`src/hw/rtl/rtcsm_pkg.sv`:
```
// shared types, codes and bcd helpers for the three-wire rtc serial master
package rtcsm_pkg;

  // operation codes carried by an item
  localparam logic [1:0] OP_SINGLE_READ  = 2'd0;
  localparam logic [1:0] OP_SINGLE_WRITE = 2'd1;
  localparam logic [1:0] OP_BURST_READ   = 2'd2;
  localparam logic [1:0] OP_BURST_WRITE  = 2'd3;

  // io pin codes
  localparam logic [1:0] IO_LOW      = 2'd0;
  localparam logic [1:0] IO_HIGH     = 2'd1;
  localparam logic [1:0] IO_RELEASED = 2'd2;

  localparam logic [7:0]  CMD_BURST_READ     = 8'hBF;
  localparam logic [7:0]  CMD_BURST_WRITE    = 8'hBE;
  localparam logic [11:0] YEAR_BASE          = 12'd2000;
  localparam logic [11:0] YEAR_TOP           = 12'd2099;
  localparam logic [2:0]  ENABLE_SETUP_TICKS = 3'd4;
  localparam logic [2:0]  LAST_BIT           = 3'd7;
  localparam logic [2:0]  LAST_BYTE          = 3'd7;

  // burst byte positions
  localparam logic [2:0] BB_SECONDS = 3'd0;
  localparam logic [2:0] BB_MINUTES = 3'd1;
  localparam logic [2:0] BB_HOURS   = 3'd2;
  localparam logic [2:0] BB_DATE    = 3'd3;
  localparam logic [2:0] BB_MONTH   = 3'd4;
  localparam logic [2:0] BB_DOW     = 3'd5;
  localparam logic [2:0] BB_YEAR    = 3'd6;

  // configuration register indexes
  localparam logic [2:0] REG_SECONDS      = 3'd0;
  localparam logic [2:0] REG_MINUTES      = 3'd1;
  localparam logic [2:0] REG_HOURS        = 3'd2;
  localparam logic [2:0] REG_DAY_OF_WEEK  = 3'd3;
  localparam logic [2:0] REG_DAY_OF_MONTH = 3'd4;
  localparam logic [2:0] REG_MONTH        = 3'd5;
  localparam logic [2:0] REG_YEAR         = 3'd6;

  localparam int PADDR_W = 5;
  localparam int PDATA_W = 32;

  typedef enum logic [7:0] {
    PH_IDLE  = 8'b0000_0001,
    PH_SETUP = 8'b0000_0010,
    PH_WSET  = 8'b0000_0100,
    PH_WHIGH = 8'b0000_1000,
    PH_WLOW  = 8'b0001_0000,
    PH_RHIGH = 8'b0010_0000,
    PH_RLOW  = 8'b0100_0000,
    PH_HOLD  = 8'b1000_0000
  } phase_t;

  typedef struct packed {
    logic [5:0]  set_seconds;
    logic [5:0]  set_minutes;
    logic [4:0]  set_hours;
    logic [2:0]  set_day_of_week;
    logic [4:0]  set_day_of_month;
    logic [3:0]  set_month;
    logic [11:0] set_year;
  } cfg_t;

  typedef struct packed {
    logic       start_req;
    logic [1:0] opcode;
    logic [7:0] reg_address;
    logic [7:0] write_byte;
    logic       io_sample;
  } item_t;

  typedef struct packed {
    logic       sclk_level;
    logic [1:0] io_level;
    logic       chip_enable;
    logic       done_res;
  } pins_t;

  typedef struct packed {
    logic [6:0]  seconds;
    logic [6:0]  minutes;
    logic [5:0]  hours;
    logic [2:0]  day_of_week;
    logic [5:0]  day_of_month;
    logic [4:0]  month;
    logic [11:0] year;
  } time_t;

  // binary (below 100) to bcd, tens digit masked; tens by reciprocal multiply
  function automatic logic [7:0] bin_to_bcd(input logic [6:0] v, input logic [3:0] tens_mask);
    logic [13:0] prod;
    logic [3:0]  tens;
    logic [6:0]  units;
    prod  = {7'd0, v} * 14'd103;
    tens  = prod[13:10];
    units = v - ({tens, 3'b000} + {2'b00, tens, 1'b0});
    return {tens & tens_mask, units[3:0]};
  endfunction

  function automatic logic [7:0] bcd_to_bin(input logic [7:0] b, input logic [3:0] tens_mask);
    logic [7:0] t;
    t = {4'd0, b[7:4] & tens_mask};
    return {t[4:0], 3'b000} + {t[6:0], 1'b0} + {4'd0, b[3:0]};
  endfunction

endpackage

```
`src/hw/rtl/rtcsm_apb.sv`:
```
// apb register file holding the time to be written by a burst write
module rtcsm_apb (
  input  logic                         clk,
  input  logic                         rst,
  input  logic                         psel,
  input  logic                         penable,
  input  logic                         pwrite,
  input  logic [rtcsm_pkg::PADDR_W-1:0] paddr,
  input  logic [rtcsm_pkg::PDATA_W-1:0] pwdata,
  output logic [rtcsm_pkg::PDATA_W-1:0] prdata,
  output logic                         pready,
  output rtcsm_pkg::cfg_t              cfg
);
  import rtcsm_pkg::*;

  logic       wr_en;
  logic [2:0] idx;

  assign pready = 1'b1;
  assign wr_en  = psel && penable && pwrite;
  assign idx    = paddr[4:2];

  always_ff @(posedge clk) begin
    if (rst) begin
      cfg.set_seconds      <= 6'd0;
      cfg.set_minutes      <= 6'd0;
      cfg.set_hours        <= 5'd0;
      cfg.set_day_of_week  <= 3'd1;
      cfg.set_day_of_month <= 5'd1;
      cfg.set_month        <= 4'd1;
      cfg.set_year         <= YEAR_BASE;
    end else if (wr_en) begin
      unique case (idx)
        REG_SECONDS:      cfg.set_seconds      <= pwdata[5:0];
        REG_MINUTES:      cfg.set_minutes      <= pwdata[5:0];
        REG_HOURS:        cfg.set_hours        <= pwdata[4:0];
        REG_DAY_OF_WEEK:  cfg.set_day_of_week  <= pwdata[2:0];
        REG_DAY_OF_MONTH: cfg.set_day_of_month <= pwdata[4:0];
        REG_MONTH:        cfg.set_month        <= pwdata[3:0];
        REG_YEAR:         cfg.set_year         <= pwdata[11:0];
        default: ;
      endcase
    end
  end

  always_comb begin
    unique case (idx)
      REG_SECONDS:      prdata = {26'd0, cfg.set_seconds};
      REG_MINUTES:      prdata = {26'd0, cfg.set_minutes};
      REG_HOURS:        prdata = {27'd0, cfg.set_hours};
      REG_DAY_OF_WEEK:  prdata = {29'd0, cfg.set_day_of_week};
      REG_DAY_OF_MONTH: prdata = {27'd0, cfg.set_day_of_month};
      REG_MONTH:        prdata = {28'd0, cfg.set_month};
      REG_YEAR:         prdata = {20'd0, cfg.set_year};
      default:          prdata = '0;
    endcase
  end

endmodule

```
`src/hw/rtl/rtcsm_enc.sv`:
```
// bcd packing of the configured time into the bytes of a clock burst write
module rtcsm_enc (
  input  rtcsm_pkg::cfg_t cfg,
  input  logic [2:0]      byte_sel,
  output logic [7:0]      enc_byte
);
  import rtcsm_pkg::*;

  logic [6:0] year_off;

  // year minus base, clamped to 0..99
  always_comb begin
    if (cfg.set_year < YEAR_BASE) begin
      year_off = 7'd0;
    end else if (cfg.set_year > YEAR_TOP) begin
      year_off = 7'd99;
    end else begin
      year_off = 7'(cfg.set_year - YEAR_BASE);
    end
  end

  always_comb begin
    case (byte_sel)
      BB_SECONDS: enc_byte = bin_to_bcd({1'b0, cfg.set_seconds}, 4'd7);
      BB_MINUTES: enc_byte = bin_to_bcd({1'b0, cfg.set_minutes}, 4'd7);
      BB_HOURS:   enc_byte = bin_to_bcd({2'b0, cfg.set_hours}, 4'd3);
      BB_DATE:    enc_byte = bin_to_bcd({2'b0, cfg.set_day_of_month}, 4'd3);
      BB_MONTH:   enc_byte = bin_to_bcd({3'b0, cfg.set_month}, 4'd1);
      BB_DOW:     enc_byte = {5'd0, cfg.set_day_of_week};
      BB_YEAR:    enc_byte = bin_to_bcd(year_off, 4'd15);
      default:    enc_byte = 8'd0;
    endcase
  end

endmodule

```
`src/hw/rtl/rtcsm_seq.sv`:
```
// bit sequencer: one phase step per tick item, burst store and time decode
module rtcsm_seq (
  input  logic             clk,
  input  logic             rst,
  input  logic             step,
  input  rtcsm_pkg::item_t item,
  input  logic [7:0]       enc_byte,
  output logic [2:0]       enc_sel,
  output rtcsm_pkg::pins_t pins,
  output logic [7:0]       read_byte,
  output rtcsm_pkg::time_t tm
);
  import rtcsm_pkg::*;

  phase_t     phase, phase_next;
  logic [1:0] op, op_next;
  logic [7:0] data_latched, data_latched_next;
  logic [2:0] bit_index, bit_index_next;
  logic [2:0] byte_index, byte_index_next;
  logic [2:0] tick_count, tick_count_next;
  logic [7:0] shift_reg, shift_reg_next;
  logic       data_stage, data_stage_next;
  logic [7:0] burst_bytes [8];

  logic       cur_bit;
  logic [7:0] cmd;
  logic [7:0] rx_byte;
  logic       burst_we;
  logic       finish;

  assign cur_bit = shift_reg[bit_index];
  assign rx_byte = shift_reg | (8'(item.io_sample) << bit_index);
  // first data byte comes from slot zero, later ones from the next slot
  assign enc_sel = data_stage ? byte_index + 3'd1 : BB_SECONDS;

  always_comb begin
    case (item.opcode)
      OP_SINGLE_READ:  cmd = item.reg_address | 8'h01;
      OP_SINGLE_WRITE: cmd = item.reg_address & 8'hFE;
      OP_BURST_READ:   cmd = CMD_BURST_READ;
      default:         cmd = CMD_BURST_WRITE;
    endcase
  end

  always_comb begin
    phase_next        = phase;
    op_next           = op;
    data_latched_next = data_latched;
    bit_index_next    = bit_index;
    byte_index_next   = byte_index;
    tick_count_next   = tick_count;
    shift_reg_next    = shift_reg;
    data_stage_next   = data_stage;
    burst_we          = 1'b0;
    finish            = 1'b0;
    pins.sclk_level   = 1'b0;
    pins.io_level     = IO_RELEASED;
    pins.chip_enable  = 1'b0;
    pins.done_res     = 1'b0;
    unique case (phase)
      PH_IDLE: begin
        if (item.start_req) begin
          op_next           = item.opcode;
          data_latched_next = item.write_byte;
          shift_reg_next    = cmd;
          bit_index_next    = 3'd0;
          byte_index_next   = 3'd0;
          data_stage_next   = 1'b0;
          tick_count_next   = 3'd1;
          phase_next        = (3'd1 >= ENABLE_SETUP_TICKS) ? PH_WSET : PH_SETUP;
          pins.chip_enable  = 1'b1;
          pins.io_level     = IO_LOW;
        end
      end
      PH_SETUP: begin
        pins.chip_enable = 1'b1;
        pins.io_level    = IO_LOW;
        tick_count_next  = tick_count + 3'd1;
        if (tick_count_next >= ENABLE_SETUP_TICKS || tick_count_next == 3'd0) begin
          phase_next = PH_WSET;
        end
      end
      PH_WSET: begin
        pins.chip_enable = 1'b1;
        pins.io_level    = {1'b0, cur_bit};
        phase_next       = PH_WHIGH;
      end
      PH_WHIGH: begin
        pins.chip_enable = 1'b1;
        pins.sclk_level  = 1'b1;
        pins.io_level    = {1'b0, cur_bit};
        // read: release io after the last command bit, clock stays high
        if (!data_stage && bit_index == LAST_BIT &&
            (op == OP_SINGLE_READ || op == OP_BURST_READ)) begin
          phase_next      = PH_RHIGH;
          bit_index_next  = 3'd0;
          byte_index_next = 3'd0;
          shift_reg_next  = 8'd0;
        end else begin
          phase_next = PH_WLOW;
        end
      end
      PH_WLOW: begin
        pins.chip_enable = 1'b1;
        pins.io_level    = {1'b0, cur_bit};
        if (bit_index != LAST_BIT) begin
          bit_index_next = bit_index + 3'd1;
          phase_next     = PH_WSET;
        end else begin
          bit_index_next = 3'd0;
          if (!data_stage) begin
            data_stage_next = 1'b1;
            byte_index_next = 3'd0;
            shift_reg_next  = (op == OP_SINGLE_WRITE) ? data_latched : enc_byte;
            phase_next      = PH_WSET;
          end else if (op == OP_BURST_WRITE && byte_index != LAST_BYTE) begin
            byte_index_next = byte_index + 3'd1;
            shift_reg_next  = enc_byte;
            phase_next      = PH_WSET;
          end else begin
            tick_count_next = 3'd0;
            phase_next      = PH_HOLD;
          end
        end
      end
      PH_RHIGH: begin
        pins.chip_enable = 1'b1;
        pins.sclk_level  = 1'b1;
        phase_next       = PH_RLOW;
      end
      PH_RLOW: begin
        pins.chip_enable = 1'b1;
        shift_reg_next   = rx_byte;
        if (bit_index != LAST_BIT) begin
          bit_index_next = bit_index + 3'd1;
          phase_next     = PH_RHIGH;
        end else begin
          bit_index_next = 3'd0;
          burst_we       = 1'b1;
          if (op == OP_BURST_READ && byte_index != LAST_BYTE) begin
            byte_index_next = byte_index + 3'd1;
            shift_reg_next  = 8'd0;
            phase_next      = PH_RHIGH;
          end else begin
            tick_count_next = 3'd0;
            phase_next      = PH_HOLD;
          end
        end
      end
      PH_HOLD: begin
        tick_count_next = tick_count + 3'd1;
        if (tick_count_next >= ENABLE_SETUP_TICKS || tick_count_next == 3'd0) begin
          pins.done_res   = 1'b1;
          finish          = 1'b1;
          tick_count_next = 3'd0;
          phase_next      = PH_IDLE;
        end
      end
      default: begin
        phase_next = PH_IDLE;
      end
    endcase
  end

  always_ff @(posedge clk) begin
    if (rst) begin
      phase        <= PH_IDLE;
      op           <= OP_SINGLE_READ;
      data_latched <= 8'd0;
      bit_index    <= 3'd0;
      byte_index   <= 3'd0;
      tick_count   <= 3'd0;
      shift_reg    <= 8'd0;
      data_stage   <= 1'b0;
    end else if (step) begin
      phase        <= phase_next;
      op           <= op_next;
      data_latched <= data_latched_next;
      bit_index    <= bit_index_next;
      byte_index   <= byte_index_next;
      tick_count   <= tick_count_next;
      shift_reg    <= shift_reg_next;
      data_stage   <= data_stage_next;
    end
  end

  always_ff @(posedge clk) begin
    if (step && burst_we) begin
      burst_bytes[byte_index] <= rx_byte;
    end
  end

  always_ff @(posedge clk) begin
    if (rst) begin
      read_byte <= 8'd0;
      tm        <= '{seconds: 7'd0, minutes: 7'd0, hours: 6'd0, day_of_week: 3'd0,
                     day_of_month: 6'd0, month: 5'd0, year: YEAR_BASE};
    end else if (step && finish) begin
      if (op == OP_SINGLE_READ) begin
        read_byte <= shift_reg;
      end else if (op == OP_BURST_READ) begin
        tm.seconds      <= 7'(bcd_to_bin(burst_bytes[BB_SECONDS], 4'd7));
        tm.minutes      <= 7'(bcd_to_bin(burst_bytes[BB_MINUTES], 4'd7));
        tm.hours        <= 6'(bcd_to_bin(burst_bytes[BB_HOURS], 4'd3));
        tm.day_of_month <= 6'(bcd_to_bin(burst_bytes[BB_DATE], 4'd3));
        tm.month        <= 5'(bcd_to_bin(burst_bytes[BB_MONTH], 4'd1));
        tm.day_of_week  <= burst_bytes[BB_DOW][2:0];
        tm.year         <= {4'd0, bcd_to_bin(burst_bytes[BB_YEAR], 4'd15)} + YEAR_BASE;
      end
    end
  end

endmodule

```
`src/hw/rtl/three_wire_rtc_serial_master_unit.sv`:
```
// top level of the three-wire rtc serial master: item register, sequencer, result register
//
//   channel   handshake              payload
//   in        in_valid / in_ready    start_req opcode reg_address write_byte io_sample
//   out       out_valid / out_ready  pin levels, done_res, read_byte, decoded time
//   cfg       apb psel/penable       paddr pwdata prdata, pready tied high
//
// one tick item in, one result out; an item is taken every cycle while results drain.
// an item passes the item register, then the sequencer step into the result register.
// the sequencer state advances only as an item moves into the result register, so a
// stalled result holds the whole pipe; reset returns to idle with year 2000 decoded.
module three_wire_rtc_serial_master_unit (
  input  logic                          clk,
  input  logic                          rst,
  input  logic                          psel,
  input  logic                          penable,
  input  logic                          pwrite,
  input  logic [rtcsm_pkg::PADDR_W-1:0] paddr,
  input  logic [rtcsm_pkg::PDATA_W-1:0] pwdata,
  output logic [rtcsm_pkg::PDATA_W-1:0] prdata,
  output logic                          pready,
  input  logic                          in_valid,
  output logic                          in_ready,
  input  logic                          start_req,
  input  logic [1:0]                    opcode,
  input  logic [7:0]                    reg_address,
  input  logic [7:0]                    write_byte,
  input  logic                          io_sample,
  output logic                          out_valid,
  input  logic                          out_ready,
  output logic                          sclk_level,
  output logic [1:0]                    io_level,
  output logic                          chip_enable,
  output logic                          done_res,
  output logic [7:0]                    read_byte,
  output logic [6:0]                    seconds,
  output logic [6:0]                    minutes,
  output logic [5:0]                    hours,
  output logic [2:0]                    day_of_week,
  output logic [5:0]                    day_of_month,
  output logic [4:0]                    month,
  output logic [11:0]                   year
);
  import rtcsm_pkg::*;

  cfg_t       cfg;
  item_t      item_q;
  logic       item_valid;
  logic       step;
  pins_t      pins;
  pins_t      pins_q;
  time_t      tm;
  logic [2:0] enc_sel;
  logic [7:0] enc_byte;

  assign step     = item_valid && (!out_valid || out_ready);
  assign in_ready = !item_valid || step;

  rtcsm_apb u_apb (
    .clk     (clk),
    .rst     (rst),
    .psel    (psel),
    .penable (penable),
    .pwrite  (pwrite),
    .paddr   (paddr),
    .pwdata  (pwdata),
    .prdata  (prdata),
    .pready  (pready),
    .cfg     (cfg)
  );

  rtcsm_enc u_enc (
    .cfg      (cfg),
    .byte_sel (enc_sel),
    .enc_byte (enc_byte)
  );

  rtcsm_seq u_seq (
    .clk       (clk),
    .rst       (rst),
    .step      (step),
    .item      (item_q),
    .enc_byte  (enc_byte),
    .enc_sel   (enc_sel),
    .pins      (pins),
    .read_byte (read_byte),
    .tm        (tm)
  );

  always_ff @(posedge clk) begin
    if (rst) begin
      item_valid <= 1'b0;
    end else if (in_valid && in_ready) begin
      item_valid <= 1'b1;
    end else if (step) begin
      item_valid <= 1'b0;
    end
  end

  always_ff @(posedge clk) begin
    if (in_valid && in_ready) begin
      item_q <= '{start_req: start_req, opcode: opcode, reg_address: reg_address,
                  write_byte: write_byte, io_sample: io_sample};
    end
  end

  always_ff @(posedge clk) begin
    if (rst) begin
      out_valid <= 1'b0;
    end else if (step) begin
      out_valid <= 1'b1;
    end else if (out_ready) begin
      out_valid <= 1'b0;
    end
  end

  always_ff @(posedge clk) begin
    if (step) begin
      pins_q <= pins;
    end
  end

  assign sclk_level   = pins_q.sclk_level;
  assign io_level     = pins_q.io_level;
  assign chip_enable  = pins_q.chip_enable;
  assign done_res     = pins_q.done_res;
  // time fields change only with a step, so they match the held result
  assign seconds      = tm.seconds;
  assign minutes      = tm.minutes;
  assign hours        = tm.hours;
  assign day_of_week  = tm.day_of_week;
  assign day_of_month = tm.day_of_month;
  assign month        = tm.month;
  assign year         = tm.year;

endmodule
```
`config.mk`:
```
export PLATFORM = sky130hd
export DESIGN_NAME = three_wire_rtc_serial_master_unit
export DESIGN_NICKNAME = d
export VERILOG_FILES = /design/src/hw/rtl/rtcsm_pkg.sv /design/src/hw/rtl/rtcsm_apb.sv /design/src/hw/rtl/rtcsm_enc.sv /design/src/hw/rtl/rtcsm_seq.sv /design/src/hw/rtl/three_wire_rtc_serial_master_unit.sv
export SDC_FILE = /design/constraint.sdc
export NUM_CORES = 1
export LEC_CHECK = 0
export BUFFER_PORTS_ARGS = -buffer_cell sky130_fd_sc_hd__buf_2
export CAP_MARGIN = 20
export CORE_MARGIN = 5
export CORE_UTILIZATION = 25
export DETAILED_ROUTE_END_ITERATION = 10
export PLACE_DENSITY_LB_ADDON = 0.05
export SLEW_MARGIN = 30
export SYNTH_ARGS = -nofsm -noshare
export SYNTH_HDL_FRONTEND = slang
export SYNTH_SLANG_ARGS = --single-unit
```
`constraint.sdc`:
```
create_clock -name clk -period 7.8 [get_ports clk]
set_input_delay 1.56 -clock clk [delete_from_list [all_inputs] [get_ports clk]]
set_output_delay 1.56 -clock clk [all_outputs]
set_load 0.1 [all_outputs]
```
After elaboration in Yosys (flattened, before gate mapping):

Memories as Yosys holds them, arrays and structs flattened. A register that Yosys moved wholly into a read port is not among the register bits.
Index checks and enable logic that the tools add are counted.

* memory bits (writable): 64
* memories kept: 1
* register bits: 155
* input bits: 64
* word-level logic and storage cells: 225

Memories
* u_seq.burst_bytes: depth 8, width 8, read ports 7, clocked after Yosys merged registers in 1, wr ports 1, RTL line rtcsm_seq.sv:23 `logic [7:0] burst_bytes [8];`

* $add $sub $neg: 29
* order comparisons: 4
* eq/ne operators: 39
* muxes and demuxes: 62
* reductions and logical operators: 48
* shifts and indexed selects: 1
* bitwise logic cells: 2
* multipliers: 6

Operator list (count)
* $mux W8: 16
* $pmux W12 S7: 1
* $pmux W8 S8: 1
* $pmux W8 S7: 1
* $mux W3: 17
* $pmux W8 S4: 1
* $mul A6 B7 Y13 const B: 2
* $mul A5 B7 Y12 const B: 2
* $pmux W8 S3: 1
* $sub A4 B4 Y4: 6
* $eq A3 B3 Y1 const B: 7
* $reduce_and A2 Y1: 8
* $reduce_and A8 Y1: 2
* $pmux W3 S5: 1
* $add A6 B4 Y7: 2
* $add A7 B4 Y7: 2
* $mul A7 B7 Y14 const B: 1
* $mux W1: 14
* $mux W7: 2
* $add A4 B4 Y4: 3
* $add A5 B3 Y6: 2
* $add A6 B4 Y6: 2
* $add A8 B11 Y12 const B: 1
* $eq A3 B2 Y1 const B: 4
* other kinds (51): 92

Longest topological paths before layout:

Gate-level depths: netlist of the first run.

* word-level depth: 11
* mapped depth: 27
* gate-level depth less buffers: 27

Cells and area by module:

Synthesis of the first run repeated with hierarchy kept, for this count alone.

* cell total of the unflattened synthesis: 1403
* area total of the unflattened synthesis: 13858.3 sq um

Modules (own cells, without submodules)
* rtcsm_seq: cells each 643, instances 1, area each 6352.3 sq um
* rtcsm_enc: cells each 494, instances 1, area each 4460.5 sq um
* rtcsm_apb: cells each 231, instances 1, area each 2190.9 sq um
* three_wire_rtc_serial_master_unit: cells each 35, instances 1, area each 854.6 sq um

Least setup slack after synthesis of the first run:

No wires, ideal clock.

* path kind: input to output
* start point: input paddr[3] (netlist name)
* end point: output prdata[0] (netlist name)
* cell stages on the path: 6
* path slack: 1738 ps
* arrival time: 4502 ps
* cells stage by stage: clkbuf_1 -> clkbuf_1 -> mux2i_1 -> nor2_1 -> a21oi_1 -> o21ai_0

* longest elaborated chain between the ends: 2
* elaborated cells on any way between the ends: 8
* classes of those cells: eq/ne (6); mux (1); reduce/logical (1)

Ends and longest elaborated chain
* start: declaration: RTL line three_wire_rtc_serial_master_unit.sv:18 `input logic [rtcsm_pkg::PADDR_W-1:0] paddr,`
* $eq A3 B3 Y1 (tied with other cells): RTL line rtcsm_apb.sv:47 `unique case (idx)`
* $pmux W12 S7 (*): RTL line rtcsm_apb.sv:47
* end: declaration: RTL line three_wire_rtc_serial_master_unit.sv:20 `output logic [rtcsm_pkg::PDATA_W-1:0] prdata,`

Mark *: on every way between the ends. The rest lies on a longest branch, timed or not.

Worst setup path in the final report of the first run:

* start point: register, netlist name u_apb.cfg[6]
* end point: register u_seq.shift_reg[2]

* longest elaborated chain between the ends: 11
* elaborated cells on any way between the ends: 14
* classes of those cells: add/sub (3); mul (1); order compare (2); mux (8)

Ends and longest elaborated chain
* $gt A12 B12 Y1 / $sub A7 B7 Y7 (equally long branches): RTL line rtcsm_enc.sv:15, rtcsm_enc.sv:18
* $mux W7: RTL line rtcsm_enc.sv:15 `end else if (cfg.set_year > YEAR_TOP) begin`
* $mux W7 (*): RTL line rtcsm_enc.sv:13 `if (cfg.set_year < YEAR_BASE) begin`
* $mul A7 B7 Y14: RTL line rtcsm_pkg.sv:95 `prod = {7'd0, v} * 14'd103;`
* $add A4 B4 Y4: RTL line rtcsm_pkg.sv:97 `units = v - ({tens, 3'b000} + {2'b00, tens, 1'b0});`
* $sub A4 B4 Y4 (*): RTL line rtcsm_pkg.sv:97
* $pmux W8 S7 (*): RTL line rtcsm_enc.sv:23 `case (byte_sel)`
* $mux W8, on equally long branches: RTL line rtcsm_seq.sv:114, rtcsm_seq.sv:116
* $mux W8 (*): RTL line rtcsm_seq.sv:111 `if (!data_stage) begin`
* $mux W8 (*): RTL line rtcsm_seq.sv:106 `if (bit_index != LAST_BIT) begin`
* $pmux W8 S4 (*): RTL line rtcsm_seq.sv:60 `unique case (phase)`
* end signal: assignment: RTL line rtcsm_seq.sv:182 `shift_reg <= shift_reg_next;`
* end: declaration: RTL line rtcsm_seq.sv:21 `logic [7:0] shift_reg, shift_reg_next;`

Mark *: on every way between the ends. The rest lies on a longest branch, timed or not. The select of a mux whose other input is x is not followed.
A chain may end at the register's enable or synchronous reset.

==> flow_summary.yaml, run 1 <==
outcome:
  status: "complete, no violations"
drt:
  route.detailed.drc: 0
  avgRoutedWirePerCell_um: 17.9
  dr.first_iter.drc_count: 406
  avgViaCountPerCell: 4.56
  ant_nets: 0
  vias: 10100
  drt_first_pass_iters: 4
  drt-total-wl_um: 39400
critical_path:
  r2r-end: "u_seq.shift_reg[2]"
  crit_top_cell: "ha_1"
  crit_end: "u_seq.shift_reg[2]"
  r2r_cells: 25
  crit_arrival_ns: 6.91
  cp_max_fo: 7
  r2r_slack_ns: 1.22
  crit_type: "reg2reg"
  critPathCaptureType: "register"
  required_ns: 8.13
  critPathMaxStageDelay_ns: 0.64
  worstSetupStartpoint: "u_apb.cfg[6]"
  timing.rr.start: "u_apb.cfg[6]"
  critical_path.slowest_cell: "a2111oi_0"
  startpoint_type: "register"
  critical_path_buf_inv_count: 2
  cp_top_family: "adder cells"
  cp.depth: 25
layout:
  drive_gt1_share_pct: 12.8
  finalNonFillerCells: 2206
  diodes: 0
  largest_reg_flops: 46
  area_delta_synth_final_pct: 13.4
  finalNetCount: 1791
  largest-register: "u_seq.tm"
  top_regs: "u_seq.tm x46, u_seq.burst_bytes x42, u_apb.cfg x41"
cts:
  clock_latency_ns: 0.49
  htreeDepth: 4
  cts-root-buf: "clkbuf_16"
  clkSinkCount: 199
  ctsLongestPathBuffers: 2
  cts_buffers: 17
  cts_resized: 0
  clk_pin_slew_ns: 0.08
  tritoncts: "yes"
  holdBufCountCts: 0
  cts_setup_buffers: 0
timing:
  finClkSkew_ns: 0.0153
  hold_viol: 0
  drv_slew: 0
  setup_viol: 0
  tightest_slew_ns: 0.948
  fin_tns_setup_ns: 0
  max_freq_mhz: 152
  timing.slew.headroom_pct: 36.7
  whs_ns: 0.448
  finalCritPeriodShare_pct: 84.4
  timing.final.ws_setup_ns: 1.22
  period_needed_ns: 6.58
  rsz0062_at_grt: "no"
yosys:
  synth.distinct_cells: 73
  syn_area_per_cell_um2: 9.51
  synth_top_area_cell: "dfxtp_1"
  synth_async_sr_flop_share_pct: 0
  synth_warnings: 0
  synthTopCellsByCount: "ha_1 (190), nand2_1 (157), dfxtp_1 (133), nor2_1 (119), inv_1 (110)"
  yosysMostFrequentCell: "ha_1"
  synth_flop_cell: "dfxtp_1"
  ys_seq_area_share_pct: 34.6
  syn_area_um2: 13400
  synth-edff-count: 66
  syn_inst: 1411
  synth_top_area_share_pct: 19.8
  synthTopCellsByArea: "dfxtp_1 (20%), ha_1 (18%), edfxtp_1 (15%)"
  ys_ff_latch: 199
job:
  cap_violations: 0
floorplan:
  core_area_um2: 53500
  io_pins: 158
  fp-row-count: 85
  die-area_um2: 58400
  dieWidth_um: 242
  initial_utilization_pct: 25.1
  die_h_um: 242
pwr:
  leakage_nw: 6.98
  ir_drop_mv: 0.162
  power.density_nw_per_um2: 145
global_route:
  gr-total-overflow: 0
  grt_first_pass_wirelength_um: 62200
  grt_max_degree: 75
  antenna_found_initial: 0
  grtUsageTotal_pct: 13.6
  grt_pass1_vias: 10600
placement:
  pre_cts_slack_ns: 1.13
  port_buffers: 113
  gp_congestion: 0.767
  dp.cells: 2174
  place_hpwl_um: 30600
hold_path:
  min_path_type: "reg2reg"
  hp-start: "u_seq.tm[21]"
==> worst min path at each step <==
| stage | end | slack, ns | cells past startpoint |
|---|---|---|---|
| detailed placement | u_seq.tm[21] | 0.44 | 2 |
| finish | u_seq.tm[21] | 0.45 | 2 |
| floorplan | u_apb.cfg[1] | 0.45 | 2 |
| global placement | u_seq.tm[7] | 0.43 | 1 |
| CTS | u_seq.tm[21] | 0.45 | 2 |
| global route | u_seq.tm[38] | 0.47 | 2 |
==> worst reg2reg max path: stages, from the launching register on <==
cell and delay [ns]:
dfxtp_1 0.37, nor4_1 0.28, nand2_1 0.08, o21ai_1 0.35, nand2_1 0.09, nand2_1 0.15
inv_1 0.11, ha_1 0.35, fa_1 0.54, inv_1 0.06, fa_1 0.47, ha_1 0.31
ha_1 0.32, and4_1 0.24, and3_1 0.18, a2111oi_0 0.64, xnor2_1 0.30, ha_1 0.39
xnor2_1 0.16, a22o_1 0.26, a211oi_1 0.17, a31oi_1 0.16, a21oi_1 0.16, o211ai_1 0.09
o311ai_1 0.10, a21oi_1 0.10
==> placed cells by master (no fill, tap or decap), drive strengths merged, types with 8 or more instances in the layout <==
cell	Yosys	layout
nor2	119	119
a31oi	8	8
and3	16	16
nand3	28	28
mux2i	54	54
nand2b	12	12
nor4	9	9
ha	190	190
inv	110	115
fa	40	40
dfxtp	133	133
xnor2	33	33
nand4	11	11
a22o	8	8
xor2	17	17
a21o	20	20
a211oi	19	19
nand2	158	158
buf	34	124
edfxtp	66	66
o211ai	18	18
a21oi	97	97
o21ai	26	26
or2	10	10
conb	2	21
clkbuf	42	19
and2	8	8
nor2b	16	16
nor3	13	13
==> through the flow <==
step | instance area, um2 | power [mW] | util (%)
after detailed placement | 14700 | 1.34 | 27.4
after floorplan | 13500 | 1.28 | -
after global placement | 14600 | 1.34 | 27.4
after global routing | 15200 | 2.31 | 28.5
after CTS | 15200 | 2.25 | 28.5
final | 15200 | 2.20 | 28.5
==> per-layer routing <==
layer  vias up  routed length (um)  part of all wire, %  global-route usage [%]
li1       5108                   -                    -                       -
met1      4787               19000                   48                    17.9
met2       138               18700                   47                    22.9
met3        25                1180                  3.0                    2.97
met4         0                 538                  1.4                    3.24
met5         -                   0                    0                       0
==> logic make-up (layout without fill, tap and decap cells) <==
kind of cell,count (synthesis),in the layout,synth area share [%]
flops,199,199,34.6
other cells,2,21,0.0560
compound gates,253,253,12.4
fa+ha+maj,230,230,23.7
buf+inv,186,266,5.94
mux,63,63,5.04
simple gates,427,427,14.9
xor+xnor,51,51,3.43
==> power breakdown <==
| group | internal, mW | leakage, nW | switching, mW |
|---|---|---|---|
| sequential | 1.09 | 1.72 | 0.0158 |
| combinational | 0.0491 | 4.99 | 0.161 |
| clock | 0.434 | 0.273 | 0.457 |
==> final cells by class <==
type	count	area, um2
fillers	5737	38300
flip-flops and latches	199	4640
repair buffers	124	651
multi-input cells	1045	8070
clock buffers	19	453
well taps	696	871
inverters	110	413
clock inverters	13	115
Note: power is estimated with default switching activity, not from simulation.
==> run 2, diff against run 1 <==
==> constraint.sdc (replaced) <==
create_clock -name clk -period 6.3 [get_ports clk]
set_input_delay 1.26 -clock clk [delete_from_list [all_inputs] [get_ports clk]]
set_output_delay 1.26 -clock clk [all_outputs]
set_load 0.1 [all_outputs]
==> flow_summary.yaml, run 2 (same netlist as run 1, synthesis figures left out) <==
critical_path:
  crit_top_cell: "ha_1"
  required_ns: 6.64
  r2r-end: "u_seq.shift_reg[2]"
  critical_path.slowest_cell: "fa_1"
  startpoint_type: "register"
  critPathMaxStageDelay_ns: 0.51
  crit_end: "u_seq.shift_reg[2]"
  crit_arrival_ns: 6.27
  crit_type: "reg2reg"
  r2r_slack_ns: 0.36
  cp_max_fo: 6
  r2r_cells: 28
  worstSetupStartpoint: "u_apb.cfg[4]"
  critPathCaptureType: "register"
  timing.rr.start: "u_apb.cfg[4]"
drt:
  avgViaCountPerCell: 4.54
  drt-total-wl_um: 39300
  vias: 10000
  drt_first_pass_iters: 4
  avgRoutedWirePerCell_um: 17.8
  route.detailed.drc: 0
  ant_nets: 0
  dr.first_iter.drc_count: 433
floorplan:
  die_h_um: 242
  fp-row-count: 85
  initial_utilization_pct: 25.1
  core_area_um2: 53500
  dieWidth_um: 242
  die-area_um2: 58400
  io_pins: 158
timing:
  tightest_slew_ns: 0.939
  finClkSkew_ns: 0.0169
  drv_slew: 0
  hold_viol: 0
  fin_tns_setup_ns: 0
  max_freq_mhz: 168
  timing.slew.headroom_pct: 37.4
  finalCritPeriodShare_pct: 94.2
  timing.final.ws_setup_ns: 0.362
  setup_viol: 0
  whs_ns: 0.448
  period_needed_ns: 5.94
global_route:
  grt_util_met2_pct: 22.4
  gr-total-overflow: 0
  grt_first_pass_wirelength_um: 61900
  grt_pass1_vias: 10500
  antenna_found_initial: 0
  grtUsageTotal_pct: 13.5
  grt.met3_usage_pct: 2.63
  grt_max_degree: 75
  use_met1_pct: 18.1
  busiest_layer: "met2"
placement:
  port_buffers: 113
  place_hpwl_um: 30600
  gp_congestion: 0.777
  pre_cts_slack_ns: -0.00699
job:
  cap_violations: 0
pwr:
  switching_share_pct: 27.4
  seqPwrFrac_pct: 47.4
  p_sw_uw: 789
  combPwrFrac_pct: 9.1
  clockPowerShare_pct: 43.5
  total_power_mw: 2.88
  internal-power_mw: 2.09
  leakage_nw: 7.06
  power.density_nw_per_um2: 187
  ir_drop_mv: 0.202
outcome:
  status: "complete, no violations"
cts:
  cts-root-buf: "clkbuf_16"
  ctsLongestPathBuffers: 2
  clk_pin_slew_ns: 0.08
  cts_setup_buffers: 0
  holdBufCountCts: 0
  tritoncts: "yes"
  clock_latency_ns: 0.50
  clkSinkCount: 199
  htreeDepth: 4
  cts_buffers: 17
layout:
  largest-register: "u_seq.tm"
  finalNetCount: 1795
  drive_gt1_share_pct: 13.9
  top_regs: "u_seq.tm x46, u_seq.burst_bytes x42, u_apb.cfg x41"
  final_cell_mix: "ha_1 (189), nand2_1 (154), dfxtp_1 (131), nor2_1 (119), buf_2 (112)"
  largest_reg_flops: 46
  layout.area.seq_um2: 4650
  fillers: 5693
  final_common_cell: "ha_1"
  area_delta_synth_final_pct: 14.8
  post-route-util_pct: 28.8
  diodes: 0
  multiInputGateArea_um2: 8130
hold_path:
  min_path_type: "reg2reg"
[run 2: cell count changes in the layout (fill, tap and decap cells not counted), sizes merged]
cell / delta
clkinvlp: -3
inv: +1
clkbuf: -2
bufinv: +4
buf: +4
[run 2: timing repair]
| action | in CTS | in global routing |
|---|---|---|
| pin swaps | 0 | 3 |
| setup endpoints to repair | 1 | 1 |
| gates resized for setup | 1 | 15 |
[run 2: stage by stage]
| step | cells | instance area (um2) |
|---|---|---|
| final | 2210 | 15400 |
| after detailed placement | 2178 | 14700 |
| after global placement | 2178 | 14700 |
| after floorplan | 1430 | 13500 |
| after global routing | 2210 | 15400 |
| after CTS | 2210 | 15300 |
[run 2: how the worst min path moves through the flow]
stage                              end  slack (ns)          from  depth (start not counted)
after floorplan           u_apb.cfg[1]        0.45  u_apb.cfg[1]                          2
after global placement     u_seq.tm[7]        0.43   u_seq.tm[7]                          1
after detailed placement   u_seq.tm[9]        0.44   u_seq.tm[9]                          1
after CTS                 u_seq.tm[38]        0.45  u_seq.tm[38]                          2
after global routing       u_seq.tm[9]        0.47   u_seq.tm[9]                          1
final                     u_seq.tm[38]        0.45  u_seq.tm[38]                          2
[run 2: worst max-delay path, delay by kind of cell, from the launching register on]
family	cells	cell delay, ns
AO/OA/AOI/OAI	9	1.57
XOR/XNOR	2	0.23
adder cells (fa/ha/maj)	7	2.36
buffers and inverters	5	0.45
flip-flops	1	0.35
AND/OR/NAND/NOR	5	0.80
[run 2: final cells by class]
type | instances | area share [%]
clock inverters | 15 | 1.54
inverters | 110 | 2.68
flip-flops and latches | 199 | 30.2
well taps | 696 | 5.65
clock buffers | 17 | 2.76
repair buffers | 128 | 4.42
multi-input cells | 1045 | 52.8
[run 2: layer usage]
layer | part of all wire (%) | vias to the layer above
met4 | 1.4 | 0
met1 | 48 | 4780
met3 | 2.9 | 28
met5 | 0 | -
met2 | 48 | 135
li1 | - | 5100
[run 2: power by group through the flow]
stage	clock network [mW]	registers, mW	logic (mW)
final	1.25	1.36	0.263
after global placement	0	1.39	0.266
after floorplan	0	1.40	0.190
after global routing	1.35	1.37	0.285
after CTS	1.31	1.36	0.266
after detailed placement	0	1.39	0.265
==> run 3, diff against run 2 <==
--- a/config.mk
+++ b/config.mk
@@ -7,11 +7,12 @@
 export LEC_CHECK = 0
 export BUFFER_PORTS_ARGS = -buffer_cell sky130_fd_sc_hd__buf_2
 export CAP_MARGIN = 20
-export CORE_MARGIN = 5
+export CORE_MARGIN = 2
 export CORE_UTILIZATION = 25
 export DETAILED_ROUTE_END_ITERATION = 10
 export PLACE_DENSITY_LB_ADDON = 0.05
 export SLEW_MARGIN = 30
 export SYNTH_ARGS = -nofsm -noshare
 export SYNTH_HDL_FRONTEND = slang
+export SYNTH_HIERARCHICAL = 1
 export SYNTH_SLANG_ARGS = --single-unit
==> flow_summary.yaml, run 3 <==
outcome:
  status: "complete, no violations"
critical_path:
  startpoint_type: "register"
  crit_arrival_ns: 6.23
  r2r-end: "u_seq/shift_reg[2]"
  r2r_slack_ns: 0.42
  critPathCaptureType: "register"
  cp_max_fo: 7
  crit_type: "reg2reg"
  r2r_cells: 26
  timing.rr.start: "u_apb/cfg[10]"
  required_ns: 6.65
layout:
  largest-register: "u_seq/tm"
  area_delta_synth_final_pct: 13.6
  top_regs: "u_seq/tm x46, u_seq/burst_bytes x42, u_apb/cfg x41"
  diodes: 0
  final_common_cell: "ha_1"
  drive_gt1_share_pct: 14.8
  finalNetCount: 1787
  final_cell_mix: "ha_1 (187), dfxtp_1 (133), inv_1 (117), nand2_1 (116), buf_2 (112)"
  post-route-util_pct: 28.6
  largest_reg_flops: 46
timing:
  tightest_slew_ns: 0.922
  drv_slew: 0
  max_freq_mhz: 170
  rsz0062_at_grt: "no"
  timing.final.ws_setup_ns: 0.423
  setup_viol: 0
  timing.slew.headroom_pct: 38.3
  whs_ns: 0.448
  fin_tns_setup_ns: 0
  finalCritPeriodShare_pct: 93.3
  finClkSkew_ns: 0.0123
  hold_viol: 0
  period_needed_ns: 5.88
cts:
  cts-root-buf: "clkbuf_16"
  cts_buffers: 17
  clock_latency_ns: 0.49
  clk_pin_slew_ns: 0.08
  holdBufCountCts: 0
  tritoncts: "yes"
  ctsLongestPathBuffers: 2
  clkSinkCount: 199
  htreeDepth: 4
drt:
  ant_nets: 0
  drt_first_pass_iters: 6
  route.detailed.drc: 0
  drt-total-wl_um: 39300
  dr.first_iter.drc_count: 397
  avgViaCountPerCell: 4.60
  avgRoutedWirePerCell_um: 17.8
  vias: 10200
global_route:
  grt_first_pass_wirelength_um: 61200
  grtUsageTotal_pct: 14.2
  gr-total-overflow: 0
  antenna_found_initial: 1
  grt_pass1_vias: 10400
  grt_max_degree: 78
floorplan:
  dieWidth_um: 239
  initial_utilization_pct: 25.2
  die_h_um: 239
  core_area_um2: 54900
  die-area_um2: 57200
  io_pins: 158
  fp-row-count: 86
pwr:
  p_sw_uw: 822
  ir_drop_mv: 0.213
  leakage_nw: 7.34
  switching_share_pct: 29.6
  seqPwrFrac_pct: 49.5
  power.density_nw_per_um2: 177
  combPwrFrac_pct: 10.8
  clockPowerShare_pct: 39.7
  internal-power_mw: 1.95
placement:
  port_buffers: 113
  gp_congestion: 0.783
  place_hpwl_um: 30300
  pre_cts_slack_ns: 0.171
job:
  cap_violations: 0
yosys:
  synth_warnings: 6
  syn_area_um2: 13800
  syn_inst: 1402
  syn_area_per_cell_um2: 9.86
hold_path:
  holdPathStages: 2
  hp-start: "u_seq/tm[23]"
  whs_endpoint: "u_seq/tm[23]"
  min_path_type: "reg2reg"
## run 3: worst max path at each step
stage	start	to	slack [ns]	cells past startpoint
floorplan	u_apb/cfg[10]	u_seq/shift_reg[2]	0.84	26
global placement	u_apb/cfg[10]	u_seq/shift_reg[2]	0.18	26
detailed placement	u_apb/cfg[10]	u_seq/shift_reg[2]	0.17	26
CTS	u_apb/cfg[10]	u_seq/shift_reg[2]	0.13	26
global route	u_apb/cfg[10]	u_seq/shift_reg[2]	0.02	26
finish	u_apb/cfg[10]	u_seq/shift_reg[2]	0.42	26
## run 3: timing repair
item / in CTS / in global routing
resized for setup: 0 / 14
endpoints found under the hold margin: 0 / 0
setup endpoints to repair: 0 / 1
setup buffers: 0 / 2
## run 3: stage by stage
stage | cell area, um2 | power, mW | cells
final | 15700 | 2.77 | 2209
after global routing | 15700 | 2.91 | 2209
after CTS | 15600 | 2.83 | 2207
after detailed placement | 15100 | 1.70 | 2175
after global placement | 15100 | 1.71 | 2175
after floorplan | 13900 | 1.62 | 1421
## run 3: critical path, stage by stage, from the launching register on
cell,delay [ns]
dfxtp_1,0.32
or4_4,0.54
o31ai_4,0.35
a21boi_4,0.25
inv_2,0.08
ha_4,0.27
inv_1,0.04
fa_1,0.47
inv_1,0.05
fa_1,0.46
ha_1,0.30
ha_1,0.29
and4_1,0.22
o211ai_1,0.12
a31oi_1,0.23
o21a_1,0.17
nor2_1,0.06
ha_1,0.34
xor2_2,0.19
o22ai_1,0.11
a21oi_1,0.11
o21ai_1,0.09
a31o_2,0.25
mux2i_1,0.13
nor2_1,0.06
a21oi_1,0.13
a311oi_1,0.10
## run 3: area by class of cell
class | instances | area (um2)
Clock buffer | 18 | 429
Multi-Input combinational cell | 1024 | 8470
Tap cell | 704 | 881
Timing Repair Buffer | 129 | 701
Sequential cell | 199 | 4640
Clock inverter | 14 | 134
Inverter | 121 | 454
Fill cell | 5877 | 39200
## run 3: power by group through the flow
stage | Sequential [mW] | Clock (mW) | Combinational [mW]
CTS | 1.37 | 1.16 | 0.303
detailed placement | 1.40 | 0 | 0.302
floorplan | 1.40 | 0 | 0.222
global placement | 1.40 | 0 | 0.303
global route | 1.38 | 1.21 | 0.325
finish | 1.37 | 1.10 | 0.300
## run 3: per-layer routing
layer  vias to the layer above  share of wire (%)  GRT usage, %
li1                       5094                  -             -
met1                      4912                 47          18.2
met2                       121                 49          24.4
met3                        38                2.1          1.96
met4                         0                2.1          5.00
met5                         -                  0             0
